File: src/sv/psf_pkg.sv
// Shared types and constants for the pairwise shove force pipeline.
package psf_pkg;

  localparam int SPECIES_W     = 2;
  localparam int CFG_IDX_W     = 3;
  localparam int CFG_DATA_W    = 48;
  localparam int Q88_W         = 16;
  localparam int FORCE_W       = 32;
  localparam int REACH_W       = 34;
  localparam int TSTEP_W       = 33;
  localparam int PROD_HI_W     = 51;
  localparam int PROD_LO_W     = 49;
  localparam int MAG_W         = 49;
  localparam int MAG_LO_W      = 24;
  localparam int PART_HI_W     = 41;
  localparam int PART_LO_W     = 40;
  localparam int FSUM_W        = 65;

  localparam logic [Q88_W-1:0] TIME_STEP_RESET = 16'h0100;
  localparam logic [FORCE_W-1:0] FORCE_MAX = 32'h7FFF_FFFF;

  typedef enum logic [CFG_IDX_W-1:0] {
    REG_SPECIES0  = 3'd0,
    REG_SPECIES1  = 3'd1,
    REG_SPECIES2  = 3'd2,
    REG_SPECIES3  = 3'd3,
    REG_TIME_STEP = 3'd4,
    REG_THREE_D   = 3'd5
  } cfg_reg_t;

  typedef struct packed {
    logic [Q88_W-1:0] limit;
    logic [Q88_W-1:0] factor;
    logic [Q88_W-1:0] scale;
  } species_t;

  typedef struct packed {
    logic [Q88_W-1:0]      radius_a;
    logic [Q88_W-1:0]      radius_b;
    logic [Q88_W-1:0]      distance;
    logic [2:0][Q88_W-1:0] dir;
  } pair_t;

  typedef struct packed {
    logic [31:0]           pa;
    logic [31:0]           pb;
    logic [Q88_W:0]        lsum;
    logic [Q88_W:0]        ssum;
    logic [Q88_W-1:0]      distance;
    logic [2:0][Q88_W-1:0] absd;
    logic [2:0]            neg;
  } s1_t;

  typedef struct packed {
    logic                  shove;
    logic [REACH_W-1:0]    diff;
    logic [TSTEP_W-1:0]    t;
    logic [2:0][Q88_W-1:0] absd;
    logic [2:0]            neg;
  } s2_t;

  typedef struct packed {
    logic                  shove;
    logic [PROD_HI_W-1:0]  a;
    logic [PROD_LO_W-1:0]  b;
    logic [2:0][Q88_W-1:0] absd;
    logic [2:0]            neg;
  } s3_t;

  typedef struct packed {
    logic                  shove;
    logic [MAG_W-1:0]      mag;
    logic [2:0][Q88_W-1:0] absd;
    logic [2:0]            neg;
  } s4_t;

  typedef struct packed {
    logic                      shove;
    logic [2:0][PART_HI_W-1:0] ph;
    logic [2:0][PART_LO_W-1:0] pl;
    logic [2:0]                neg;
  } s5_t;

  typedef struct packed {
    logic                    shoving;
    logic [2:0][FORCE_W-1:0] fa;
    logic [2:0][FORCE_W-1:0] fb;
  } result_t;

endpackage

File: src/sv/psf_mag.sv
// Stages 3-4: split product of overlap and scale, floored to the magnitude.
module psf_mag (
  input  logic          clk,
  input  logic          rst_n,
  input  logic          up_valid,
  input  psf_pkg::s2_t  up_data,
  output logic          up_rdy,
  output logic          dn_valid,
  output psf_pkg::s4_t  dn_data,
  input  logic          dn_rdy
);

  localparam int SUM_W = psf_pkg::PROD_HI_W + 16;

  psf_pkg::s3_t s3_r, s3_nxt;
  psf_pkg::s4_t s4_r, s4_nxt;
  logic v3_r, v4_r, rdy3, rdy4;
  logic [SUM_W-1:0] msum;

  assign rdy4   = !v4_r || dn_rdy;
  assign rdy3   = !v3_r || rdy4;
  assign up_rdy = rdy3;

  always_comb begin
    s3_nxt.shove = up_data.shove;
    s3_nxt.a     = psf_pkg::PROD_HI_W'(up_data.t)
                 * psf_pkg::PROD_HI_W'(up_data.diff[psf_pkg::REACH_W-1:16]);
    s3_nxt.b     = psf_pkg::PROD_LO_W'(up_data.t) * psf_pkg::PROD_LO_W'(up_data.diff[15:0]);
    s3_nxt.absd  = up_data.absd;
    s3_nxt.neg   = up_data.neg;
  end

  // mag = floor(t * diff / 2^18)
  always_comb begin
    msum         = (SUM_W'(s3_r.a) << 16) + SUM_W'(s3_r.b);
    s4_nxt.shove = s3_r.shove;
    s4_nxt.mag   = msum[SUM_W-1:18];
    s4_nxt.absd  = s3_r.absd;
    s4_nxt.neg   = s3_r.neg;
  end

  always_ff @(posedge clk) begin
    if (!rst_n) begin
      v3_r <= 1'b0;
      v4_r <= 1'b0;
    end else begin
      if (rdy3) v3_r <= up_valid;
      if (rdy4) v4_r <= v3_r;
    end
  end

  always_ff @(posedge clk) begin
    if (rdy3) s3_r <= s3_nxt;
    if (rdy4) s4_r <= s4_nxt;
  end

  assign dn_valid = v4_r;
  assign dn_data  = s4_r;

endmodule

File: config.mk
export PLATFORM = sky130hd
export DESIGN_NAME = psf_mag
export DESIGN_NICKNAME = d
export VERILOG_FILES = /design/src/sv/psf_pkg.sv /design/src/sv/psf_mag.sv
export SDC_FILE = /design/constraint.sdc
export NUM_CORES = 2
export LEC_CHECK = 0
export BUFFER_PORTS_ARGS = -buffer_cell sky130_fd_sc_hd__clkbuf_2
export CAP_MARGIN = 20
export CELL_PAD_IN_SITES_DETAIL_PLACEMENT = 0
export CELL_PAD_IN_SITES_GLOBAL_PLACEMENT = 2
export CORE_ASPECT_RATIO = 0.9
export CORE_MARGIN = 1
export CORE_UTILIZATION = 30
export CTS_CLUSTER_SIZE = 14
export DETAILED_ROUTE_END_ITERATION = 12
export HOLD_SLACK_MARGIN = 0.02
export PLACE_DENSITY_LB_ADDON = 0.15
export SLEW_MARGIN = 20
export SYNTH_ARGS = -nofsm -noshare
export SYNTH_HDL_FRONTEND = slang
export SYNTH_SLANG_ARGS = --single-unit
File: constraint.sdc
create_clock -name clk -period 15.85 [get_ports clk]
set_clock_uncertainty 0.05 [all_clocks]
set_input_delay 3.17 -clock clk [delete_from_list [all_inputs] [get_ports clk]]
set_output_delay 3.17 -clock clk [all_outputs]
set_load 0.005 [all_outputs]
* Word-level counts from Yosys, hierarchy flattened
Index checks and enable logic that the tools add are counted.
** Word-level totals
- Flip-flop bits (word level) :: 255
- Input bits :: 123
- Output and inout port bits :: 103
- Word-level logic and storage cells :: 22
** Cells by class
- Add/subtract/negate cells :: 1
- Multiply operators :: 2
- Reduce and logical (&&, ||, !) cells :: 4
** Operators with widths (number)
- $add A67 B49 Y67 :: 1
- $mul A33 B18 Y51 :: 1
- $mul A33 B16 Y49 :: 1
- $logic_not A1 Y1 :: 2
- $logic_or A1 B1 Y1 :: 2

* Depth between registers and ports, before layout
- Word-level depth :: 3
- Gate-level depth with buffers :: 25
- Gate-level depth less buffers :: 24

* Worst setup path before layout
Ideal clock, no wire load.
- Kind :: input -> output
- From :: input port dn_rdy
- To :: output port up_rdy
- Data arrival time :: 6125 ps
- Data required time :: 12630 ps
- Setup slack :: 6505 ps
- Stages :: 2
- Buffers on the path :: 0
- Cells stage by stage :: nor2b_1 -> nand2_1
** On the way
- Longest elaborated chain between the ends :: 2
** Ends and longest elaborated chain
- from (decl) :: RTL line psf_mag.sv:10 : input logic dn_rdy
- $logic_or A1 B1 Y1 :: RTL line psf_mag.sv:20 : assign rdy4 = !v4_r || dn_rdy;
- $logic_or A1 B1 Y1 :: RTL line psf_mag.sv:21 : assign rdy3 = !v3_r || rdy4;
- to (decl) :: RTL line psf_mag.sv:7 : output logic up_rdy,
Every way passes these cells.

==> metrics.cfg <==
[clock_tree]
path_clk_slew_ns=0.06
cts_tree=done
clockBufferDepth=3
cts_resized=0
post_cts_buffers=0
postCtsHoldBufs=0
clock-sinks=239
cts-htree-levels=1
cts_made_buffers=30
worstSkewPairLatency_ns=0.64
clockRootBuffer=clkbuf_16

[critical_path]
crit_path_end_kind=flop
crit_fanout=34
critPathMostFrequentCell=fa_1
arrival_ns=10.50
critPathRequiredTime_ns=16.14
critPathMaxStageDelay_ns=0.67
crit_buf_inv=5
cpLargestDelayFamily=adder cells
cp_slowest_cell=a221oi_1
setup.worst_path.start_class=input port
critical_path_class=input port to flop
path_cells=clkbuf_2, and2_1, fa_1, inv_1, fa_1, fa_1, inv_1, fa_1, fa_1, inv_1, fa_1, inv_1, ha_1, a21oi_1, o21bai_1, a31oi_1, a221oi_1, nand3_1, o21ai_1, a21oi_1, o21ai_0, o221ai_1, xnor2_1

[run_status]
status=complete, no violations

[grt]
antenna_found_initial=4
grt_pass1_wl_um=209100
grt_usage=0.1887
grt_max_degree=64
grt_pass1_vias=33462
grt_remaining_overflow=0

[sta]
grt_setup_unrepaired=false
fmax_ghz=0.09792
worst_pin_slew_ns=1.153
tns_ns=0
post-route-period-util=0.6443
hold_viol_final=0
setup_viol=0
layout_min_cycle_time_ns=10.21
slew_violations=0
slew_headroom=0.2314

[floorplan]
die_w_um=402.7
start_util=0.3040
rows=131
design.portCount=226
die_h_um=362.6
coreArea_sq_um=142600
dieArea_sq_um=146000

[detailed_routing]
detail-route-antenna-nets=0
drc=0
routedWlPerCell_um=20.62
drtIter0Drc=1313
wl_um=132800
routed-via-count=29523
drt_pass1_iterations=5
post_drt_via_cell_ratio=4.584

[logic_synthesis]
async_reset_ff_frac=0
seq_area_frac_synth=0.1651
synth.cell_area_sq_um=43350
syn_nets=5783
synth_top_flop_cell=edfxtp_1
netlist_instances=4458
synth-edff-count=237
yosysWarnings=0
synth_area_per_cell_sq_um=9.725
synth.distinct_cells=63
synth-seq-cells=239

[final_layout]
finish.net_count=5878
area_delta_synth_final_pct=9.385
drive_gt1_frac=0.07714
final_util=0.3326
n_fill_cell=14924

[placed_design]
io_buffers=225
gp_congestion=0.7542
dp_hpwl_um=99800

[job]
maxCapViolCount=0

[min_path]
hp-class=flop to flop

-- registers in the layout, indices dropped and copies added, names as in the netlist --
register  count
s3_r        136
dn_data     101
v3_r          1
dn_valid      1
-- stage by stage --
stage	setup slack (ns)	instances	cell area, sq um	hold WS, ns
after floorplan	6.505	4458	43350	0.3503
after global placement	5.181	6383	46450	0.3501
after detailed placement	5.087	6383	46450	0.3545
after CTS	5.741	6438	47420	0.3359
after global routing	5.298	6439	47420	0.3308
final	5.638	6440	47420	0.3303
-- layer usage --
layer / vias up / GRT usage / part of all wire
li1: 13442 / - / -
met1: 15592 / 0.2639 / 0.48
met2: 390 / 0.3260 / 0.48
met3: 97 / 0.01215 / 0.023
met4: 2 / 0.02945 / 0.014
met5: - / 0 / 0.000053
-- placed cells by master, fill, tap and decap left out, drive strengths merged, types with 22 or more instances in the layout --
cell	Yosys	layout
inv	999	1005
fa	927	927
nand2	747	747
and2	445	445
ha	275	275
clkbuf	223	258
edfxtp	237	237
a21oi	105	105
xnor2	80	80
a21o	68	68
buf	2	63
nor2	57	57
o21ai	46	46
xor2	42	42
nand3	30	30
nand4	22	22
-- cells in the mapped netlist, types with 7 or more instances --
| cell | n | share of area |
|---|---|---|
| a21o_1 | 68 | 0.012 |
| a21oi_1 | 104 | 0.012 |
| and2_1 | 445 | 0.064 |
| and3_1 | 19 | 0.0027 |
| clkbuf_1 | 223 | 0.019 |
| edfxtp_1 | 237 | 0.16 |
| fa_1 | 927 | 0.43 |
| ha_1 | 275 | 0.079 |
| inv_1 | 999 | 0.086 |
| nand2_1 | 747 | 0.065 |
| nand2b_1 | 7 | 0.0010 |
| nand3_1 | 30 | 0.0035 |
| nand4_1 | 21 | 0.0030 |
| nor2_1 | 56 | 0.0048 |
| nor2b_1 | 17 | 0.0025 |
| nor3_1 | 16 | 0.0018 |
| o21a_1 | 13 | 0.0023 |
| o21ai_0 | 37 | 0.0043 |
| o21ai_1 | 8 | 0.00092 |
| o21bai_1 | 8 | 0.0014 |
| xnor2_1 | 80 | 0.016 |
| xor2_1 | 42 | 0.0085 |
-- worst register-to-register path, cell delays in order, from the launching register on --
cell and delay (ns):
edfxtp_1 0.40, ha_1 0.37, a21o_1 0.20, a21o_1 0.20
o211ai_1 0.37, a2bb2oi_2 0.45, o21ai_1 0.37, and3_1 0.27
o311a_1 0.40, and3_1 0.27, nand3_1 0.10, xnor2_1 0.07
-- cells by family (layout without fill, tap and decap cells) --
kind of cell / after synthesis / count (layout) / share of synthesized area
AOI/OAI and AO/OA: 303 / 303 / 0.04675
xor gates and xnor gates: 122 / 122 / 0.02465
adders and majority gates: 1202 / 1202 / 0.5074
buffers and inverters: 1224 / 1342 / 0.1060
DFF: 239 / 239 / 0.1651
other: 0 / 2 / 0
and+or+nand+nor: 1368 / 1368 / 0.1501
-- path summary, 6_finish.rpt --
kind,startpoint,cells after the start,end,slack [ns]
setup / recovery,up_data[67],23,s3_r[149]$_DFFE_PP_,5.64
hold / removal,s3_r[30]$_DFFE_PP_,0,dn_data[30]$_DFFE_PP_,0.33
setup reg to reg,s3_r[71]$_DFFE_PP_,11,dn_data[99]$_DFFE_PP_,12.04
hold reg to reg,s3_r[30]$_DFFE_PP_,0,dn_data[30]$_DFFE_PP_,0.33
-- layout make-up --
type / instances / area (sq um) / area share
multi-input combinational: 2995 / 31610 / 0.6665
sequential: 239 / 7157 / 0.1509
inverter: 999 / 3752 / 0.07913
tap: 1862 / 2330 / 0.04913
timing repair buffer: 288 / 1599 / 0.03372
clock buffer: 33 / 762.0 / 0.01607
clock inverter: 22 / 210.2 / 0.004432
antenna: 2 / 5.005 / 0.0001055
Power is not shown: default switching activity piles up to over one toggle a cycle in this logic, so the estimate is an artifact.
