==> config.mk <==
export PLATFORM = sky130hd
export DESIGN_NAME = psf_front
export DESIGN_NICKNAME = d
export VERILOG_FILES = /design/src/sv/psf_pkg.sv /design/src/sv/psf_front.sv
export SDC_FILE = /design/constraint.sdc
export NUM_CORES = 2
export LEC_CHECK = 0
export ABC_AREA = 1
export BUFFER_PORTS_ARGS = -buffer_cell sky130_fd_sc_hd__clkbuf_2
export CORE_MARGIN = 3
export CORE_UTILIZATION = 55
export DETAILED_ROUTE_END_ITERATION = 7
export GPL_TIMING_DRIVEN = 0
export MAX_ROUTING_LAYER = met4
export PLACE_DENSITY = 0.87
export SLEW_MARGIN = 20
export SYNTH_ARGS = -nofsm -noshare
export SYNTH_HDL_FRONTEND = slang
export SYNTH_SLANG_ARGS = --single-unit
==> constraint.sdc <==
create_clock -name clk -period 6.5 [get_ports clk]
set_input_delay 1.3 -clock clk [delete_from_list [all_inputs] [get_ports clk]]
set_output_delay 1.3 -clock clk [all_outputs]
set_load 0.05 [all_outputs]
==> src/sv/psf_pkg.sv <==
// Shared types and constants for the pairwise shove force pipeline.
package psf_pkg;

  localparam int SPECIES_W     = 2;
  localparam int CFG_IDX_W     = 3;
  localparam int CFG_DATA_W    = 48;
  localparam int Q88_W         = 16;
  localparam int FORCE_W       = 32;
  localparam int REACH_W       = 34;
  localparam int TSTEP_W       = 33;
  localparam int PROD_HI_W     = 51;
  localparam int PROD_LO_W     = 49;
  localparam int MAG_W         = 49;
  localparam int MAG_LO_W      = 24;
  localparam int PART_HI_W     = 41;
  localparam int PART_LO_W     = 40;
  localparam int FSUM_W        = 65;

  localparam logic [Q88_W-1:0] TIME_STEP_RESET = 16'h0100;
  localparam logic [FORCE_W-1:0] FORCE_MAX = 32'h7FFF_FFFF;

  typedef enum logic [CFG_IDX_W-1:0] {
    REG_SPECIES0  = 3'd0,
    REG_SPECIES1  = 3'd1,
    REG_SPECIES2  = 3'd2,
    REG_SPECIES3  = 3'd3,
    REG_TIME_STEP = 3'd4,
    REG_THREE_D   = 3'd5
  } cfg_reg_t;

  typedef struct packed {
    logic [Q88_W-1:0] limit;
    logic [Q88_W-1:0] factor;
    logic [Q88_W-1:0] scale;
  } species_t;

  typedef struct packed {
    logic [Q88_W-1:0]      radius_a;
    logic [Q88_W-1:0]      radius_b;
    logic [Q88_W-1:0]      distance;
    logic [2:0][Q88_W-1:0] dir;
  } pair_t;

  typedef struct packed {
    logic [31:0]           pa;
    logic [31:0]           pb;
    logic [Q88_W:0]        lsum;
    logic [Q88_W:0]        ssum;
    logic [Q88_W-1:0]      distance;
    logic [2:0][Q88_W-1:0] absd;
    logic [2:0]            neg;
  } s1_t;

  typedef struct packed {
    logic                  shove;
    logic [REACH_W-1:0]    diff;
    logic [TSTEP_W-1:0]    t;
    logic [2:0][Q88_W-1:0] absd;
    logic [2:0]            neg;
  } s2_t;

  typedef struct packed {
    logic                  shove;
    logic [PROD_HI_W-1:0]  a;
    logic [PROD_LO_W-1:0]  b;
    logic [2:0][Q88_W-1:0] absd;
    logic [2:0]            neg;
  } s3_t;

  typedef struct packed {
    logic                  shove;
    logic [MAG_W-1:0]      mag;
    logic [2:0][Q88_W-1:0] absd;
    logic [2:0]            neg;
  } s4_t;

  typedef struct packed {
    logic                      shove;
    logic [2:0][PART_HI_W-1:0] ph;
    logic [2:0][PART_LO_W-1:0] pl;
    logic [2:0]                neg;
  } s5_t;

  typedef struct packed {
    logic                    shoving;
    logic [2:0][FORCE_W-1:0] fa;
    logic [2:0][FORCE_W-1:0] fb;
  } result_t;

endpackage

==> src/sv/psf_front.sv <==
// Stages 1-2: radius products, reach compare, overlap and time-step scale.
module psf_front (
  input  logic                       clk,
  input  logic                       rst_n,
  input  logic                       up_valid,
  input  psf_pkg::pair_t             up_pair,
  input  psf_pkg::species_t          sp_a,
  input  psf_pkg::species_t          sp_b,
  input  logic [psf_pkg::Q88_W-1:0]  time_step,
  output logic                       up_rdy,
  output logic                       dn_valid,
  output psf_pkg::s2_t               dn_data,
  input  logic                       dn_rdy
);

  psf_pkg::s1_t s1_r, s1_nxt;
  psf_pkg::s2_t s2_r, s2_nxt;
  logic v1_r, v2_r, rdy1, rdy2;
  logic [psf_pkg::REACH_W-1:0] reach, dist_q16;

  assign rdy2   = !v2_r || dn_rdy;
  assign rdy1   = !v1_r || rdy2;
  assign up_rdy = rdy1;

  always_comb begin
    s1_nxt.pa       = 32'(sp_a.factor) * 32'(up_pair.radius_a);
    s1_nxt.pb       = 32'(sp_b.factor) * 32'(up_pair.radius_b);
    s1_nxt.lsum     = 17'(sp_a.limit) + 17'(sp_b.limit);
    s1_nxt.ssum     = 17'(sp_a.scale) + 17'(sp_b.scale);
    s1_nxt.distance = up_pair.distance;
    for (int k = 0; k < 3; k++) begin
      s1_nxt.neg[k]  = up_pair.dir[k][psf_pkg::Q88_W-1];
      // most negative code maps to its own magnitude
      s1_nxt.absd[k] = s1_nxt.neg[k] ? (16'd0 - up_pair.dir[k]) : up_pair.dir[k];
    end
  end

  always_comb begin
    reach    = psf_pkg::REACH_W'(s1_r.pa) + psf_pkg::REACH_W'(s1_r.pb)
             + (psf_pkg::REACH_W'(s1_r.lsum) << 15);
    dist_q16 = psf_pkg::REACH_W'({s1_r.distance, 8'h00});
    s2_nxt.shove = dist_q16 <= reach;
    s2_nxt.diff  = reach - dist_q16;
    s2_nxt.t     = psf_pkg::TSTEP_W'(s1_r.ssum) * psf_pkg::TSTEP_W'(time_step);
    s2_nxt.absd  = s1_r.absd;
    s2_nxt.neg   = s1_r.neg;
  end

  always_ff @(posedge clk) begin
    if (!rst_n) begin
      v1_r <= 1'b0;
      v2_r <= 1'b0;
    end else begin
      if (rdy1) v1_r <= up_valid;
      if (rdy2) v2_r <= v1_r;
    end
  end

  always_ff @(posedge clk) begin
    if (rdy1) s1_r <= s1_nxt;
    if (rdy2) s2_r <= s2_nxt;
  end

  assign dn_valid = v2_r;
  assign dn_data  = s2_r;

endmodule

# Yosys cells after proc, flatten, opt, wreduce, memory -nomap -nowiden
# Index checks and enable logic that the tools add are counted.
op_classes:
  add_sub_neg: 8
  multipliers: 3
  magnitude_cmp: 1
  mux: 3
  n_reduce_logical: 4
op_table:
  columns: ["cell", "count"]
  rows:
  - ["$mul 16x16->32", 2]
  - ["$sub 1x16->16 const A", 3]
  - ["$mux 15", 3]
  - ["$add 16x16->17", 2]
  - ["$add 33x32->34", 1]
  - ["$le 24x34->1", 1]
  - ["$sub 34x24->34", 1]
  - ["$add 32x32->33", 1]
  - ["$mul 17x16->33", 1]
  - ["$logic_not 1->1", 2]
  - ["$logic_or 1x1->1", 2]
word_totals:
  register_bits: 286
  inputBits: 212
  out_inout_bits: 121
  wordCells: 40

# Depth between registers and ports, before layout
logic_depth:
  word_depth: 3
  ltp_mapped: 28
  depth_no_buf: 26

# Least setup slack after synthesis
# Ideal clock, no wire load.
synth_timing:
  path_type: "input to register"
  start: "in dn_rdy"
  end: "reg s1_r, in the netlist dist_q16[10], enable pin"
  setup_ps: 1920
  arrival_time_ps: 5390
  t_required_ps: 4580
  setup_slack_ps: -810
  path_stages: 2
  n_path_buf: 0
  cell_sequence: "inv_1 -> nand3_1"
synth_via:
  elab_chain_len: 2
synth_lines:
  columns: ["element", "line_no", "text"]
  rows:
  - ["from (decl)", "psf_front.sv:13", "input logic dn_rdy"]
  - ["$logic_or 1x1->1", "psf_front.sv:21", "assign rdy2 = !v2_r || dn_rdy;"]
  - ["$logic_or 1x1->1", "psf_front.sv:22", "assign rdy1 = !v1_r || rdy2;"]
  - ["net up_rdy", "psf_front.sv:10", "output logic up_rdy,"]
  - ["to (signal assigned)", "psf_front.sv:60", "if (rdy1) s1_r <= s1_nxt;"]
  - ["to (decl)", "psf_front.sv:16", "psf_pkg::s1_t s1_r, s1_nxt;"]
# The timed path passes the listed nets, and every way through them passes these cells.
# A chain may end at the register's enable or synchronous reset.

==> results by group <==
Logic synthesis
  – Mapped Cells: 4915
  – Complex-gate fraction of the synthesized area: 0.0433
  – Syn_area_per_cell: between 8 and 9 um2
  – Prevailing post-synth register cell: edfxtp_1
  – Syn nets: between 6000 and 7000
  – Post-synth EDFFs: approximately 280
  – Sequential share of the synthesized area: 0.206
  – Largest family of logic cells by synthesized area: adder cells
  – YS warnings: 0
  – Synth Area in Adders: 0.420
  – Unique cell type count in the Yosys netlist: 51
  – Synth Area in Simple Gates: 0.154
  – FF+latch count, synth: about 290
  – Cell area after synthesis: 0.0416 mm2
  – Multiplexer area fraction after synthesis: 0
  – XOR/XNOR Fraction of Synth Area: 0.0408
  – Ys async rst share: 0

Floorplan
  – Width of the die: 281 um
  – Core Area: roughly 0.075 mm2
  – Ports: 333
  – Row count: 100
  – Die area: slightly below 0.08 mm2
  – Initial Util: 0.557
  – Die height: about 280 um

Clock tree
  – Total clock sinks: roughly 290
  – CTS buffer count: 31
  – Clock transition at path regs: around 60 ps
  – H-tree depth: 1
  – Clk root buf: clkbuf_16
  – TritonCTS clock tree: built
  – Hold buffer count at CTS: 0
  – Clk buf depth: 3
  – Worst-Skew Late Latency: 620 ps

Drt
  – Wirelength per Cell: between 15 and 20 um
  – First-pass detailed-route iteration total: 8
  – Drt initial violations: ~2900
  – Vias per cell: between 5 and 6
  – Detail Route Antenna Nets: 0
  – DRT Wirelength: roughly 110 mm
  – Remaining DRCs: 0
  – DR vias: 33104

STA
  – RSZ-0062 raised after global routing: true
  – Final cycle utilization of the critical path: 0.978
  – Max-slew violations: 0
  – Max frequency: about 0.16 GHz
  – Worst-Margin Slew: 736 ps
  – Final TNS setup: 0 ps
  – Setup Skew: roughly 32 ps
  – Crit path time final: ~6400 ps
  – Setup ws final: 141 ps
  – Slew HR: 0.505
  – Final setup violation count: 0
  – Final Hold Violating Endpoints: 0

Worst setup path
  – Crit. Startpoint: sp_a[17]
  – CP Capture Type: flip-flop
  – CP Max Fanout: 10
  – WP data required: 6830 ps
  – CP Class: in -> reg
  – Critical R2R Launch: s1_r[83]$_DFFE_PP_
  – Crit path arrival time: between 6000 and 7000 ps
  – Worst Setup Start Kind: primary input

Global route
  – Grt total ovfl: 0
  – Tot GR Track Use: 0.294
  – Largest net degree at the start of global routing: 55
  – Vias in the first global route: 34264
  – Initial antenna violation count: 3
  – First-pass GRT wire length: 176 mm

Place
  – Half-perimeter wire length after placement: 92.5 mm
  – Place WS: -1270 ps
  – PortBufs: around 250
  – RePlAce Congestion: between 0.9 and 1

Job
  – Max-Cap Viols: 0

Min path
  – Hold WC Path Type: reg -> reg
  – Hold wc startpoint: s1_r[3]$_DFFE_PP_

Final layout
  – Commonest non-fill, non-tap cell in the layout: inv_1
  – Nets: between 6000 and 7000
  – Most frequent cells in the layout: 1293 x inv_1, 1249 x nand2_1, 617 x fa_1
  – Layout cells sized above 1: 0.105
  – Area Overhead vs Synth: 9.89%

Run status
  – Status: complete, no violations
==> cell usage after synthesis (4+ instances only) <==
cell,instances,area (um2)
a221oi_1,4,35.0
o211ai_1,8,60.1
nor2_4,7,78.8
clkbuf_1,196,736
a21boi_0,5,37.5
nand4_1,22,138
a21o_1,16,120
nor3_1,30,150
fa_1,617,12400
edfxtp_1,284,8530
o21a_1,8,60.1
nand3_2,4,40.0
ha_1,410,5130
nor2_2,9,56.3
o21ai_1,9,45.0
nor2_1,144,541
o2111ai_1,5,43.8
a21oi_1,158,791
a31oi_1,19,119
nand2_2,16,100
nand3_1,73,365
xnor2_1,58,508
nand2_1,1250,4690
inv_2,15,56.3
nand3b_1,4,30.0
o21ai_0,65,325
nor4_1,13,81.3
inv_1,1293,4850
xor2_1,134,1170
o31ai_1,10,75.1
==> state kept, by name (all words and copies together) (netlist names) <==
| signal | count |
|---|---|
| dist_q16 | 16 |
| dn_valid | 1 |
| v1_r | 1 |
| s1_r | 149 |
| dn_data | 119 |
==> through the flow <==
| step | util | hold slack (ps) | cells | cell area [um2] |
|---|---|---|---|---|
| 2_1_floorplan | - | 400 | 4915 | 41600 |
| 4_1_cts | 0.609 | 420 | 6198 | 45500 |
| 5_1_grt | 0.612 | 422 | 6186 | 45700 |
| 6_report | 0.612 | 419 | 6187 | 45700 |
| 3_5_place_dp | 0.592 | 405 | 6141 | 44200 |
| 3_3_place_gp | 0.591 | 400 | 6136 | 44100 |
==> critical path: stages <==
cell      delay, ps
clkbuf_1        340
buf_2           360
nand2_1         120
fa_1            480
fa_1            500
inv_1            60
fa_1            500
fa_1            450
fa_1            500
inv_1            50
fa_1            490
inv_1            50
ha_1            330
a21oi_1         150
inv_1            70
a31oi_1         230
nand2_1         140
a21boi_1        300
o21ai_0         140
nand2_1          70
nand2_1          60
==> area by class of cell <==
type	instances	area (um2)
diodes	4	10.0
inverters	1308	4910
well taps	969	1210
flip-flops and latches	286	8570
multi-input cells	3124	27500
repair buffers	258	1390
clock buffers	36	825
fillers	6201	29000
clock inverters	22	289
plain buffers	180	1020
==> kinds of logic (layout without fill, tap and decap cells) <==
logic type,count (synthesis),count (layout)
xor gates and xnor gates,193,193
adders and majority gates,1027,1027
AOI/OAI and AO/OA,318,318
other,0,4
and+or+nand+nor,1586,1586
buffers and inverters,1505,1804
DFF,286,286
==> final timing paths <==
path | slack (ps) | cells after the start | to
hold reg to reg | 420 | 0 | dn_data[3]$_DFFE_PP_
setup reg to reg | 280 | 18 | dn_data[79]$_DFFE_PP_
hold / removal | 420 | 0 | dn_data[3]$_DFFE_PP_
setup / recovery | 140 | 21 | s1_r[159]$_DFFE_PP_
==> metal layers <==
metal  up-vias  routed length (um)  track usage  share of wire
met5         -                   0            -              0
met1     15902               42900        0.367           0.39
met4         0                5350        0.120          0.048
met3       349               10000       0.0492          0.090
met2      1670               52700        0.478           0.48
li1      15183                   -            -              -
==> repair_timing <==
action,in CTS,in global routing
setup endpoints to repair,44,39
pin swaps,0,2
gates resized for setup,96,273
setup buffers,0,1
gates cloned,0,0
Power is not shown: default switching activity piles up to over one toggle a cycle in this logic, so the estimate is an artifact.
