**config.mk**
```make
export PLATFORM = sky130hd
export DESIGN_NAME = psf_cfg
export DESIGN_NICKNAME = d
export VERILOG_FILES = /design/src/sv/psf_pkg.sv /design/src/sv/psf_cfg.sv
export SDC_FILE = /design/constraint.sdc
export NUM_CORES = 1
export LEC_CHECK = 0
export ABC_AREA = 1
export BUFFER_PORTS_ARGS = -buffer_cell sky130_fd_sc_hd__buf_4
export CAP_MARGIN = 40
export CORE_MARGIN = 2
export CORE_UTILIZATION = 45
export DETAILED_ROUTE_END_ITERATION = 10
export PLACE_DENSITY = 0.7
export SYNTH_ARGS = -nofsm -noshare
export SYNTH_HDL_FRONTEND = slang
export SYNTH_SLANG_ARGS = --single-unit
```
**constraint.sdc**
```tcl
create_clock -name clk -period 5.5 [get_ports clk]
set_clock_uncertainty 0.1 [all_clocks]
set_input_delay 0.55 -clock clk [delete_from_list [all_inputs] [get_ports clk]]
set_output_delay 0.55 -clock clk [all_outputs]
set_load 0.005 [all_outputs]
```
**src/sv/psf_pkg.sv**
```systemverilog
// Shared types and constants for the pairwise shove force pipeline.
package psf_pkg;

  localparam int SPECIES_W     = 2;
  localparam int CFG_IDX_W     = 3;
  localparam int CFG_DATA_W    = 48;
  localparam int Q88_W         = 16;
  localparam int FORCE_W       = 32;
  localparam int REACH_W       = 34;
  localparam int TSTEP_W       = 33;
  localparam int PROD_HI_W     = 51;
  localparam int PROD_LO_W     = 49;
  localparam int MAG_W         = 49;
  localparam int MAG_LO_W      = 24;
  localparam int PART_HI_W     = 41;
  localparam int PART_LO_W     = 40;
  localparam int FSUM_W        = 65;

  localparam logic [Q88_W-1:0] TIME_STEP_RESET = 16'h0100;
  localparam logic [FORCE_W-1:0] FORCE_MAX = 32'h7FFF_FFFF;

  typedef enum logic [CFG_IDX_W-1:0] {
    REG_SPECIES0  = 3'd0,
    REG_SPECIES1  = 3'd1,
    REG_SPECIES2  = 3'd2,
    REG_SPECIES3  = 3'd3,
    REG_TIME_STEP = 3'd4,
    REG_THREE_D   = 3'd5
  } cfg_reg_t;

  typedef struct packed {
    logic [Q88_W-1:0] limit;
    logic [Q88_W-1:0] factor;
    logic [Q88_W-1:0] scale;
  } species_t;

  typedef struct packed {
    logic [Q88_W-1:0]      radius_a;
    logic [Q88_W-1:0]      radius_b;
    logic [Q88_W-1:0]      distance;
    logic [2:0][Q88_W-1:0] dir;
  } pair_t;

  typedef struct packed {
    logic [31:0]           pa;
    logic [31:0]           pb;
    logic [Q88_W:0]        lsum;
    logic [Q88_W:0]        ssum;
    logic [Q88_W-1:0]      distance;
    logic [2:0][Q88_W-1:0] absd;
    logic [2:0]            neg;
  } s1_t;

  typedef struct packed {
    logic                  shove;
    logic [REACH_W-1:0]    diff;
    logic [TSTEP_W-1:0]    t;
    logic [2:0][Q88_W-1:0] absd;
    logic [2:0]            neg;
  } s2_t;

  typedef struct packed {
    logic                  shove;
    logic [PROD_HI_W-1:0]  a;
    logic [PROD_LO_W-1:0]  b;
    logic [2:0][Q88_W-1:0] absd;
    logic [2:0]            neg;
  } s3_t;

  typedef struct packed {
    logic                  shove;
    logic [MAG_W-1:0]      mag;
    logic [2:0][Q88_W-1:0] absd;
    logic [2:0]            neg;
  } s4_t;

  typedef struct packed {
    logic                      shove;
    logic [2:0][PART_HI_W-1:0] ph;
    logic [2:0][PART_LO_W-1:0] pl;
    logic [2:0]                neg;
  } s5_t;

  typedef struct packed {
    logic                    shoving;
    logic [2:0][FORCE_W-1:0] fa;
    logic [2:0][FORCE_W-1:0] fb;
  } result_t;

endpackage

```
**src/sv/psf_cfg.sv**
```systemverilog
// Configuration registers and per-species parameter lookup.
module psf_cfg #(
  parameter int NUM_SPECIES = 4
) (
  input  logic                            clk,
  input  logic                            rst_n,
  input  logic                            cfg_we,
  input  logic [psf_pkg::CFG_IDX_W-1:0]   cfg_index,
  input  logic [psf_pkg::CFG_DATA_W-1:0]  cfg_data,
  input  logic [psf_pkg::SPECIES_W-1:0]   sel_a,
  input  logic [psf_pkg::SPECIES_W-1:0]   sel_b,
  output psf_pkg::species_t               sp_a,
  output psf_pkg::species_t               sp_b,
  output logic [psf_pkg::Q88_W-1:0]       time_step,
  output logic                            three_d
);

  psf_pkg::species_t              params_r [NUM_SPECIES];
  logic [psf_pkg::Q88_W-1:0]      ts_r;
  logic                           td_r;

  always_ff @(posedge clk) begin
    if (!rst_n) begin
      for (int i = 0; i < NUM_SPECIES; i++) params_r[i] <= '0;
      ts_r <= psf_pkg::TIME_STEP_RESET;
      td_r <= 1'b1;
    end else if (cfg_we) begin
      for (int i = 0; i < NUM_SPECIES; i++) begin
        if (cfg_index == psf_pkg::CFG_IDX_W'(int'(psf_pkg::REG_SPECIES0) + i)) begin
          params_r[i] <= psf_pkg::species_t'(cfg_data);
        end
      end
      if (cfg_index == psf_pkg::REG_TIME_STEP) ts_r <= cfg_data[psf_pkg::Q88_W-1:0];
      if (cfg_index == psf_pkg::REG_THREE_D) td_r <= cfg_data[0];
    end
  end

  // species beyond the configured count read as zero
  always_comb begin
    sp_a = '0;
    sp_b = '0;
    for (int i = 0; i < NUM_SPECIES; i++) begin
      if (sel_a == psf_pkg::SPECIES_W'(i)) sp_a = params_r[i];
      if (sel_b == psf_pkg::SPECIES_W'(i)) sp_b = params_r[i];
    end
  end

  assign time_step = ts_r;
  assign three_d   = td_r;

endmodule

```
# Word-level counts from Yosys, hierarchy flattened
# Memories as Yosys holds them, arrays and structs flattened.
# Index checks and enable logic that the tools add are counted.
totals:
  ff_bits: 17
  ramBits: 192
  input_bits: 58
  out_inout_bits: 113
  elab_cells: 52
  memories: 1
memory_table:
  columns: ["memory", "words", "width", "read_ports", "rd_ports_with_merged_regs", "write_ports", "line", "rtl"]
  rows:
  - ["params_r", 4, 48, 4, 0, 4, "psf_cfg.sv:18", "psf_pkg::species_t params_r [NUM_SPECIES];"]
op_classes:
  n_eq_ne: 11
  muxes: 29
  bitwise_logic: 4
  reduce_logical: 5
ops:
  columns: ["operator", "count"]
  rows:
  - ["$mux 48", 12]
  - ["$mux 1", 17]
  - ["$eq 2x2->1 const B", 4]
  - ["$eq 3x2->1 const B", 2]
  - ["$eq 3x3->1 const B", 2]
  - ["$eq 2x1->1 const B", 2]
  - ["$logic_not 2->1", 2]
  - ["$or 1x1->1", 4]
  - ["$reduce_and 2->1", 2]
  - ["$eq 3x1->1 const B", 1]
  - ["$logic_not 3->1", 1]

# Logic depth before layout (Yosys ltp)
depth:
  ltp_word: 6
  mapped_depth: 6
  ltp_nobuf: 5

# Least setup slack after synthesis
# No wires, ideal clock.
synth_path:
  path_type: "input -> register"
  from: "input cfg_index[0] in the netlist's numbering"
  to: "memory params_r[0][0] in the netlist's numbering, enable pin"
  setup_time_ns: 0.407
  arrival_time_ns: 2.096
  t_required_ns: 4.993
  path_slack_ns: 2.897
  stages: 4
  n_path_buf: 1
  path_cell_list: "nor2_4 > buf_1 > nand2_1 > nand2_1"
synth_lines:
  columns: ["element", "line", "rtl"]
  rows:
  - ["from (decl)", "psf_cfg.sv:8", "input logic [psf_pkg::CFG_IDX_W-1:0] cfg_index,"]
  - ["to (decl)", "psf_cfg.sv:18", null]

==> results.md <==
Run status:
- The run finished with clean final reports.

STA:
- The final total negative setup slack is 0 ns.
- The final count of pins violating max slew is 0.
- Once routing completed, OpenROAD measured the worst setup slack at between 2 and 2.5 ns.
- Setup repair after global routing left no endpoint under its margin.
- The final-report hold violation count is 0.
- At the pin with the least slew margin, the transition time is 0.874 ns.
- Subtracting the final worst setup slack from the clock period gives 3.23 ns.
- The timing-limited maximum frequency is just over 300 MHz.
- In the finished design, the share of the clock period the worst path needs comes to 58.8%.
- Measured against its own limit, the worst slew margin works out to between 40% and 50%.
- The setup-violating endpoint count in the final report is 0.

Power:
- The internal portion of the total power is between 2 and 3 mW.
- For this design the ratio of total power to cell area is around 300 nW/um^2.
- The worst supply voltage drop on vdd is slightly below 0.2 mV.
- The clock network burns between 30% and 40% of the power.
- Sequential cells burn between 50% and 60% of the power.
- The part of the power in combinational logic is a little over an eighth.
- In this run switching power makes up 24.8% of total power.
- The switching power is ~0.94 mW.
- For this design the static power due to leakage is between 4 and 5 nW.

Placement:
- The final RePlAce weighted congestion is roughly 0.83.
- Summed over all nets, the half-perimeter wirelength after detailed placement is around 17000 um.
- The count of buffers added on input and output ports is 170.
- The placed instance count is between 1000 and 1500.
- The cell area reported after detailed placement is between 10000 and 15000 um^2.
- The setup slack after placement is ~2.3 ns.

Worst setup path:
- The end of the worst register-to-register path is time_step[15]$_SDFFE_PN0P_.
- The worst flop-to-flop path startpoint is time_step[15]$_SDFFE_PN0P_.
- The setup slack of the most critical reg-to-reg path is 4.78 ns.
- The data required time of the critical path is between 4 and 5 ns.
- The worst register-to-register path has a depth of 2.
- STA classifies the critical path startpoint as a primary input.
- Of all nets on the critical path, the largest fanout is 56.
- The worst setup path is captured at an output pin.
- The setup path with the least slack is of type in -> out.
- Data arrives at the worst endpoint at 2.58 ns.

Synth:
- The mux share of post-synthesis cell area is 0%.
- The Yosys step of the flow raised 0 warnings.
- The synthesized-area fraction occupied by and/or/nand/nor cells is roughly a third.
- The synthesized netlist devotes 0.729% of its cell area to compound gates.
- The synthesized cell area is 10300 um^2.
- The xor-xnor portion of the synthesized cell area is 0%.
- The arithmetic-cell share of the synthesized area counting full adders, half adders and majority gates is 0%.
- Synthesis inferred ~210 register bits.
- Summing the sequential cell areas from Yosys gives 59.3% of the chip area.
- A synthesized cell averages 9.16 um^2.
- The cell count after synthesis came out at 1125.
- Counting distinct cell types in the post-synthesis netlist gives 17.
- The total nets after synthesis is ~1200.
- After synthesis, the largest family of logic cells by area is simple AND/OR/NAND/NOR gates.

Clock tree:
- At the later pin of the worst-skew pair, clock insertion delay measures approximately 0.49 ns.
- After clock tree synthesis, the clock-pin slew on the worst setup and hold paths is about 0.06 ns.
- The post-cts gate resize count is 0.
- The CTS buffer count is 21.
- The buffer type at the clock tree root is sky130_fd_sc_hd__clkbuf_16.
- The maximum level of the CTS H-tree is 1.
- The number of buffers on the longest clock path is 3.
- The total of hold buffers inserted after clock tree synthesis is 0.
- Clock tree synthesis found a total of approximately 210 sinks.
- After clock tree synthesis, the setup repair step added 0 buffers.
- The TritonCTS clock tree is yes.

Floorplan:
- The die width is roughly 160 um.
- The number of I/O pins is roughly 170.
- The height of the die is approximately 160 um.
- The area of the core is around 23000 um^2.
- The row count is 55.
- The die covers around 24000 um^2.
- Once the floorplan was initialized, standard cells occupied a little under half of the core.

Hold path:
- The path class of the tightest hold or removal check is in -> reg.
- In this run the most critical hold path is launched from cfg_data[0].
- For hold timing, the worst endpoint is three_d$_SDFFE_PN1P_.
- The worst hold path was traced through 3 stages.

Job:
- The tool flagged a number of max-cap violations equal to 0.

GRT:
- The number of global-route vias before repair is between 8000 and 9000.
- The first global-routing pass estimated about 47000 um of wire.
- For this run the aggregate overflow at the end of global routing stands at 0.
- The largest net degree at the start of global routing is 73.
- The number of antenna violations at the first check in global routing is 0.
- For this run, the total global-route usage over all layers was measured as 24.8%.

Cells and area:
- In the final layout, the share of cells above drive strength 1 is between 10% and 20%.
- Cells fill 54.8% of the core in the end.
- The final layout net count is roughly 1300.
- The finished layout cell area is ~12000 um^2.
- The area growth from synthesis to layout is 20.1%.
- The number of antenna diodes in the final layout is 0.
- The number of inserted filler cells in the final layout is roughly 2000.
- The finished layout holds 1532 standard cells, fillers aside.

Route:
- For this block, the via count after detailed routing is 9003.
- After detailed routing, the number of remaining DRC violations is 0.
- The first detailed-routing pass ran for 7 iterations.
- In this run, the number of DRC markers left after iteration 0 of detailed routing was 830.
- The vias per cell is just under 6.
- The routed design has 30300 um of wire.
- In this run the remaining antenna-violating nets after routing total 0.
- After detailed routing, the average wire length per cell comes to about 20 um.
==> metal layers <==
metal / track usage (%) / vias up / share of wire, %
met5: 0 / - / 0
met4: 10.7 / 0 / 3.1
met3: 4.43 / 68 / 9.4
met2: 40.2 / 468 / 48
met1: 32.9 / 4298 / 40
li1: - / 4169 / -
==> layout by cell type, fill, tap and decap left out <==
cell                         netlist  final
sky130_fd_sc_hd__a21oi_1          15     15
sky130_fd_sc_hd__nand4_1          98     98
sky130_fd_sc_hd__clkinv_2          0      2
sky130_fd_sc_hd__nor2_2            1      1
sky130_fd_sc_hd__buf_12            0      6
sky130_fd_sc_hd__clkinvlp_4        0      1
sky130_fd_sc_hd__buf_16            0      1
sky130_fd_sc_hd__inv_2             1      5
sky130_fd_sc_hd__nand2_1         122    118
sky130_fd_sc_hd__nor2_4            2      4
sky130_fd_sc_hd__edfxtp_1        192    192
sky130_fd_sc_hd__clkinv_1          1      6
sky130_fd_sc_hd__nand2_2           0      4
sky130_fd_sc_hd__clkbuf_1         45      5
sky130_fd_sc_hd__dfxtp_1          17     17
sky130_fd_sc_hd__nor2_1          209    207
sky130_fd_sc_hd__clkbuf_16         0     21
sky130_fd_sc_hd__inv_1            53     49
sky130_fd_sc_hd__nand3_1         311    309
sky130_fd_sc_hd__buf_4             4    182
sky130_fd_sc_hd__bufinv_16         0      2
sky130_fd_sc_hd__nand3_2           0      2
==> logic make-up after synthesis <==
kind of cell,Yosys count
AND/OR/NAND/NOR,743
flip-flops,209
AO/OA/AOI/OAI,15
buffers and inverters,158
==> power groups by stage <==
stage	Combinational [mW]	Sequential, mW	Clock (mW)
after floorplan	0.253	1.91	0
after global placement	0.502	1.92	0
after detailed placement	0.520	1.92	0
after CTS	0.521	1.89	1.38
after global routing	0.565	1.90	1.45
final	0.519	1.89	1.37
==> synthesized netlist by cell type <==
cell	count	area share (%)
sky130_fd_sc_hd__a21oi_1	15	0.73
sky130_fd_sc_hd__buf_1	9	0.33
sky130_fd_sc_hd__buf_2	42	2.0
sky130_fd_sc_hd__buf_4	4	0.29
sky130_fd_sc_hd__buf_6	3	0.33
sky130_fd_sc_hd__clkbuf_1	45	1.6
sky130_fd_sc_hd__clkinv_1	1	0.036
sky130_fd_sc_hd__dfxtp_1	17	3.3
sky130_fd_sc_hd__edfxtp_1	192	56
sky130_fd_sc_hd__inv_1	53	1.9
sky130_fd_sc_hd__inv_2	1	0.036
sky130_fd_sc_hd__nand2_1	122	4.4
sky130_fd_sc_hd__nand3_1	311	15
sky130_fd_sc_hd__nand4_1	98	5.9
sky130_fd_sc_hd__nor2_1	209	7.6
sky130_fd_sc_hd__nor2_2	1	0.061
sky130_fd_sc_hd__nor2_4	2	0.22
==> stage by stage <==
| stage | hold slack [ns] | power [mW] |
|---|---|---|
| after global routing | 0.209 | 3.92 |
| after floorplan | 0.351 | 2.16 |
| final | 0.216 | 3.78 |
| after global placement | 0.344 | 2.42 |
| after detailed placement | 0.349 | 2.44 |
| after CTS | 0.209 | 3.79 |
==> worst max-delay path: stages <==
cell	delay, ns
sky130_fd_sc_hd__buf_4	0.25
sky130_fd_sc_hd__buf_12	0.26
sky130_fd_sc_hd__nor2_4	0.71
sky130_fd_sc_hd__buf_4	0.42
sky130_fd_sc_hd__nand2_1	0.09
sky130_fd_sc_hd__nand4_1	0.12
sky130_fd_sc_hd__buf_4	0.13
==> worst max path at each step <==
stage                     slack (ns)  depth (start not counted)                      endpoint          from
final                           2.27                          7                      sp_a[16]      sel_a[1]
after global routing            2.17                          7                      sp_a[16]      sel_a[1]
after CTS                       2.28                          7                      sp_a[16]      sel_a[0]
after detailed placement        2.31                          7                      sp_a[16]      sel_a[0]
after global placement          2.21                          5                      sp_a[13]      sel_a[0]
after floorplan                 2.90                          4  params_r[0][0]$_SDFFCE_PN0P_  cfg_index[0]
==> cell type report <==
cell class                 instances  area, um^2  share of cell area [%]
inverter                          55         206                    1.67
tap                              285         357                    2.88
timing repair buffer             189        1510                    12.2
clock inverter                    10        96.3                   0.779
sequential                       209        6110                    49.3
multi-input combinational        758        3550                    28.7
clock buffer                      26         544                    4.40
==> state kept, by name, indices dropped and copies added (netlist names) <==
| register | count |
|---|---|
| params_r | 192 |
| time_step | 16 |
| three_d | 1 |
Note: power is estimated with default switching activity, not from simulation.
